[config.mk]
export PLATFORM = sky130hd
export DESIGN_NAME = pwed_isqrt
export DESIGN_NICKNAME = d
export VERILOG_FILES = /design/src/rtl/pwed_isqrt.sv
export SDC_FILE = /design/constraint.sdc
export NUM_CORES = 1
export LEC_CHECK = 0
export ABC_AREA = 0
export BUFFER_PORTS_ARGS = -buffer_cell sky130_fd_sc_hd__clkbuf_2
export CORE_ASPECT_RATIO = 0.6
export CORE_MARGIN = 4
export CORE_UTILIZATION = 42
export DETAILED_ROUTE_END_ITERATION = 10
export PLACE_DENSITY = 0.73
export SYNTH_ARGS = -nofsm -noshare
export SYNTH_HDL_FRONTEND = slang
export SYNTH_SLANG_ARGS = --single-unit
[constraint.sdc]
create_clock -name clk -period 2.7 [get_ports clk]
set_clock_uncertainty 0.05 [all_clocks]
set_input_delay 0.81 -clock clk [delete_from_list [all_inputs] [get_ports clk]]
set_output_delay 0.81 -clock clk [all_outputs]
set_load 0.01 [all_outputs]
[src/rtl/pwed_isqrt.sv]
// Iterative floor square root, one result bit per clock cycle.
// Stand-alone unit, no package dependencies; used by pairwise_euclidean_distance.
module pwed_isqrt #(
  parameter int IN_W = 41
) (
  input  logic                    clk,
  input  logic                    rst_n,
  input  logic                    start,
  input  logic [IN_W-1:0]         radicand,
  output logic                    done,
  output logic [(IN_W+1)/2-1:0]   root
);

  localparam int RES_W = (IN_W + 1) / 2;
  localparam int RAD_W = 2 * RES_W;
  localparam int REM_W = RES_W + 3;
  localparam int CNT_W = $clog2(RES_W + 1);

  logic [RAD_W-1:0] rad_r,  rad_nxt;
  logic [REM_W-1:0] rem_r,  rem_nxt;
  logic [RES_W-1:0] root_r, root_nxt;
  logic [CNT_W-1:0] cnt_r,  cnt_nxt;
  logic             run_r,  run_nxt;
  logic             done_r, done_nxt;

  logic [REM_W-1:0] rem_cat;
  logic [REM_W-1:0] trial;

  // one restoring step: bring down two radicand bits, try root*4+1
  always_comb begin
    rem_cat  = {rem_r[REM_W-3:0], rad_r[RAD_W-1 -: 2]};
    trial    = REM_W'({root_r, 2'b01});
    rad_nxt  = rad_r;
    rem_nxt  = rem_r;
    root_nxt = root_r;
    cnt_nxt  = cnt_r;
    run_nxt  = run_r;
    done_nxt = 1'b0;
    if (start) begin
      rad_nxt  = RAD_W'(radicand);
      rem_nxt  = '0;
      root_nxt = '0;
      cnt_nxt  = CNT_W'(RES_W);
      run_nxt  = 1'b1;
    end else if (run_r) begin
      rad_nxt = {rad_r[RAD_W-3:0], 2'b00};
      if (rem_cat >= trial) begin
        rem_nxt  = rem_cat - trial;
        root_nxt = {root_r[RES_W-2:0], 1'b1};
      end else begin
        rem_nxt  = rem_cat;
        root_nxt = {root_r[RES_W-2:0], 1'b0};
      end
      cnt_nxt = cnt_r - CNT_W'(1);
      if (cnt_r == CNT_W'(1)) begin
        run_nxt  = 1'b0;
        done_nxt = 1'b1;
      end
    end
  end

  // control state
  always_ff @(posedge clk) begin
    if (!rst_n) begin
      run_r  <= 1'b0;
      done_r <= 1'b0;
      cnt_r  <= '0;
    end else begin
      run_r  <= run_nxt;
      done_r <= done_nxt;
      cnt_r  <= cnt_nxt;
    end
  end

  // datapath
  always_ff @(posedge clk) begin
    rad_r  <= rad_nxt;
    rem_r  <= rem_nxt;
    root_r <= root_nxt;
  end

  assign done = done_r;
  assign root = root_r;

endmodule

# After elaboration in Yosys (flattened, before gate mapping)
# Index checks and enable logic that the tools add are counted.
# word_totals
output_inout_bits,22
wordCells,27
romBits,0
memories,0
latchBits,0
regBits,92
ram_bits,0
# op_classes
n_mul,0
bitwise_logic,2
n_shift,0
n_eq_ne,1
addsub,2
mux,10
div_mod_pow,0
order_cmp,1
reduce_logical,3
# op_table
op,count
$mux 41,2
$ge 24x23->1,1
$mux 22,1
$sub 22x22->22,1
$mux 5,2
$eq 5x1->1 const B,1
$mux 1,5
$sub 5x1->5 const B,1
$reduce_or 3->1,1
$not 1->1,2
$reduce_bool 2->1,1
$reduce_or 2->1,1

# Longest topological paths before layout
# logic_depth
depth_word,4
ltp_mapped,13

# Least setup slack after synthesis
# OpenSTA, ideal clock, no wires.
# synth_path
path_kind,register to register
start,"reg root_r[2], in the netlist root[2]"
end,reg rem_r[21]
required_time_ns,2.528
synth_period_minus_slack_ns,2.631
path_stages_with_launch,11
slack_ns,0.069
arrival_ns,2.459
path_cell_list,dfxtp_1 > inv_1 > ha_1 > o211ai_1 > o211a_1 > o41ai_4 > nor3b_4 > nand4_1 > a21oi_2 > xor2_1 > a221o_1
# synth_between
elab_chain_len,2
# synth_lines
item,line,text
from (decl),21,"logic [RES_W-1:0] root_r, root_nxt;"
from (signal assigned),79,root_r <= root_nxt;
$sub 22x22->22 / $ge 24x23->1 (equally long branches),"48, 47",
$mux 22 (*),47,if (rem_cat >= trial) begin
to (signal assigned),78,rem_r <= rem_nxt;
to (decl),20,"logic [REM_W-1:0] rem_r, rem_nxt;"
# Mark *: on every way between the ends. The rest lies on a longest branch, timed or not.
# A chain may end at the register's enable or synchronous reset.

# Worst setup path after layout
# layout_path
start,"reg root_r[2], in the netlist root[2]"
end,reg rem_r[11]
# Same word-level chain as after synthesis.

==> impl_summary.log <==
[metrics] number of stages on the worst setup path: 12
[metrics] Synth cell types: 60
[metrics] Die Wd: 149 um
[metrics] arrival time of the worst setup path: 2860 ps
[metrics] static leakage power: 2.61 nW
[metrics] class of the tightest hold or removal check: register to register
[metrics] Yosys warning total: 0
[metrics] unrepaired setup endpoints after global routing: yes
[metrics] count of unresolved DRC violations after routing: 0
[metrics] DIE AREA: 13800 um2
[metrics] cell depth of the worst flop-to-flop path: 12
[metrics] grt ovf: 0
[metrics] prevailing post-synth register cell: dfxtp_1
[metrics] Detailed Routing Iterations Pass 1: 5
[metrics] Worst IR Drop VDD: 0.598 mV
[metrics] Placement Cell Area: between 5000 and 6000 um2
[metrics] synthesized instance count: 468
[metrics] Clock transition at path regs: ~70 ps
[metrics] critical-path cell list: inv_1 > ha_4 > buf_4 > nand4_1 > a21oi_2 > nor3_2 > o31ai_4 > o22ai_4 > buf_4 > clkbuf_16 > and3_1 > a221o_1
[metrics] TritonCTS Buffers: 9
[metrics] Netlist Area Pre-Place: ~5000 um2
[metrics] final net count: 631
[metrics] setup slack at placement: -49.5 ps
[metrics] Fin Setup TNS: 0 ps
[metrics] Post-Route Hold Slack: around 450 ps
[metrics] slew margin rel.: 69.3%
[metrics] height of the die: approximately 90 um
[metrics] final count of pins violating max slew: 0
[metrics] summed area of non-filler cells in the final layout: 6250 um2
[metrics] Finish-stage setup viols: 0
[metrics] HPWL after detailed placement: 8500 um
[metrics] detailed router's first-iteration violation count: 256
[metrics] most frequent CP cell: buf_4
[metrics] num rows: 30
[metrics] Placer Congestion: 0.965
[metrics] run status: completed
[metrics] sinks on the clock net: 92
[metrics] count of input and output buffers: 65
[metrics] worst-path maximum fanout: 9
[metrics] Worst Path Class, Setup: register to register
[metrics] cell type contributing the most total cell area after synthesis: edfxtp_1
[metrics] post-layout minimum cycle time: 2680 ps
[metrics] CTS Root Cell: clkbuf_16
[metrics] kind of launch point of the worst setup path: register
[metrics] average detailed-routed wire length per instance: 16.3 um
[metrics] Tot GR Track Use: between 10% and 20%
[metrics] least setup slack across all paths after layout: 21.5 ps
[metrics] cell with the largest stage delay on the worst path: dfxtp_1
[metrics] maximum root-to-sink buffer count: 2
[metrics] hold-fix buffers at CTS: 0
[metrics] Detail Route Antenna Nets: 0
[metrics] Pwr per Cell Area: between 1000 and 1500 nW/um2
[metrics] EDFF count, synth: between 40 and 50
[metrics] share of final-layout standard cells stronger than drive strength 1: between 30% and 40%
[metrics] sequential fraction of the synthesis area: 44.8%
[metrics] pin count of the biggest net entering global routing: 42
[metrics] FFs w/ async S/R, synth: 0%
[metrics] Worst Path Required: 2880 ps
[metrics] DP Cell Count: 705
[metrics] cell class contributing the biggest share of worst-path delay: compound AO/OA/AOI/OAI gates
[metrics] global-route wire length before repair: approximately 18000 um
[metrics] initial standard-cell utilization of the core: 43.8%
[metrics] number of nets produced by synthesis: approximately 540
[metrics] Peak Freq: around 370 MHz
[metrics] cell types occupying the most area after synthesis: edfxtp_1 (24%), dfxtp_1 (20%), mux2_2 (9.0%)
[metrics] power after layout: approximately 6.6 mW
[metrics] kind of capture point of the worst setup path: register
[metrics] cell types with the highest counts after synthesis: dfxtp_1 (51), nor2_1 (47), edfxtp_1 (41), mux2_2 (40), inv_1 (31)
[metrics] Final Hold Viols: 0
[metrics] mean cell area of the mapped netlist: 10.7 um2
[metrics] clock tree from TritonCTS: done
[metrics] CTS H-tree depth: 3
[metrics] synthesis-to-finish area growth: 24.3%
[metrics] max-cap viol count: 0
[metrics] final core utilization: 54.4%
[metrics] initial antenna violation count: 0
[metrics] Min-Delay Path Depth: 2
[metrics] DR vias: 3846
[metrics] n_diodes: 0
[metrics] Finished Layout Cells: 727
[metrics] Synth top area share: 24.5%
[metrics] I/O pin count: between 60 and 70
[metrics] Final Routed Wirelength: about 12000 um
[metrics] Worst Max-Slew Pin Slew: 459 ps
[metrics] part of the cycle the worst path needs: 99.2%
[metrics] total buffers and inverters traversed by the critical path: 4
[metrics] number of global-route vias before repair: 3675
[metrics] largest stage delay on the critical path: 330 ps
[metrics] via density per instance: 5.29
[metrics] count leader, synth: dfxtp_1
[metrics] core box area: 11500 um2
[metrics] register bit total from synthesis: 92
[metrics] clock network latency to the later pin of the worst-skew pair: 340 ps
## where the power goes
part / total, mW / switching (mW) / internal, mW
Combinational: 3.52 / 1.76 / 1.75
Clock: 1.31 / 0.573 / 0.733
Sequential: 1.76 / 0.127 / 1.64
## sequential cells by signal (all words and copies together) (netlist names)
name,flops
cnt_r,5
done,1
rad_r,42
rem_r,22
root,21
run_r,1
## per-layer routing
metal	vias to the layer above	global-route usage, %	part of all wire, %
met2	125	23.6	43
met1	1821	24.9	49
met4	0	3.73	0.95
met3	14	5.09	7.1
li1	1886	-	-
met5	-	0	0
## layout make-up
type,instances,area (um2)
Fill cell,1034,5240
Tap cell,160,200
Clock buffer,9,225
Inverter,31,116
Sequential cell,92,2260
Multi-Input combinational cell,320,2650
Timing Repair Buffer,108,712
Clock inverter,7,80.1
## kinds of logic after synthesis
kind of cell             synth area share, %
flip-flops                              44.8
buffers and inverters                   5.60
multiplexers                            14.7
adder cells (fa/ha/maj)                 6.22
AND/OR/NAND/NOR                         11.0
AO/OA/AOI/OAI                           13.6
XOR/XNOR                                4.01
## final timing paths
kind,from,endpoint,slack [ps]
max,root[2],rem_r[11],20
min,cnt_r[1],cnt_r[1],450
max reg2reg,root[2],rem_r[11],20
min reg2reg,cnt_r[1],cnt_r[1],450
## cells in the final DEF, fill, tap and decap left out, types with 5 or more instances in the layout
cell type  synthesis  layout
xor2_1            11      11
edfxtp_1          41      41
nand3_1            5       5
ha_4               0       6
dfxtp_2            0       8
a21o_1            12      12
o21ai_0            9       6
inv_1             31      31
nor3_1            11       9
clkbuf_2           1      64
clkbuf_16          0      11
dfxtp_1           51      43
o21a_1             6       6
a221o_1            6       6
nand2_1           18      18
a211oi_1          10       9
nor2_1            47      47
mux2i_1           29      27
xnor2_1           12      12
mux2_2            40      40
o31ai_1            5       5
ha_1              25      15
a21oi_1           18      16
buf_4              2      38
## timing repair
item                                    in CTS  in global routing
endpoints found under the setup margin       4                 13
setup buffers                                0                  4
resized for setup                            3                 35
cloned                                       0                  2
hold endpoints to repair                     0                  0
pin swaps                                    2                  3
## worst min-delay path, cell delays in order, from the launching register on
cell and delay [ps]:
dfxtp_1 320, nor2_1 90, a211oi_1 50
Power figures use the tool's default switching activity.
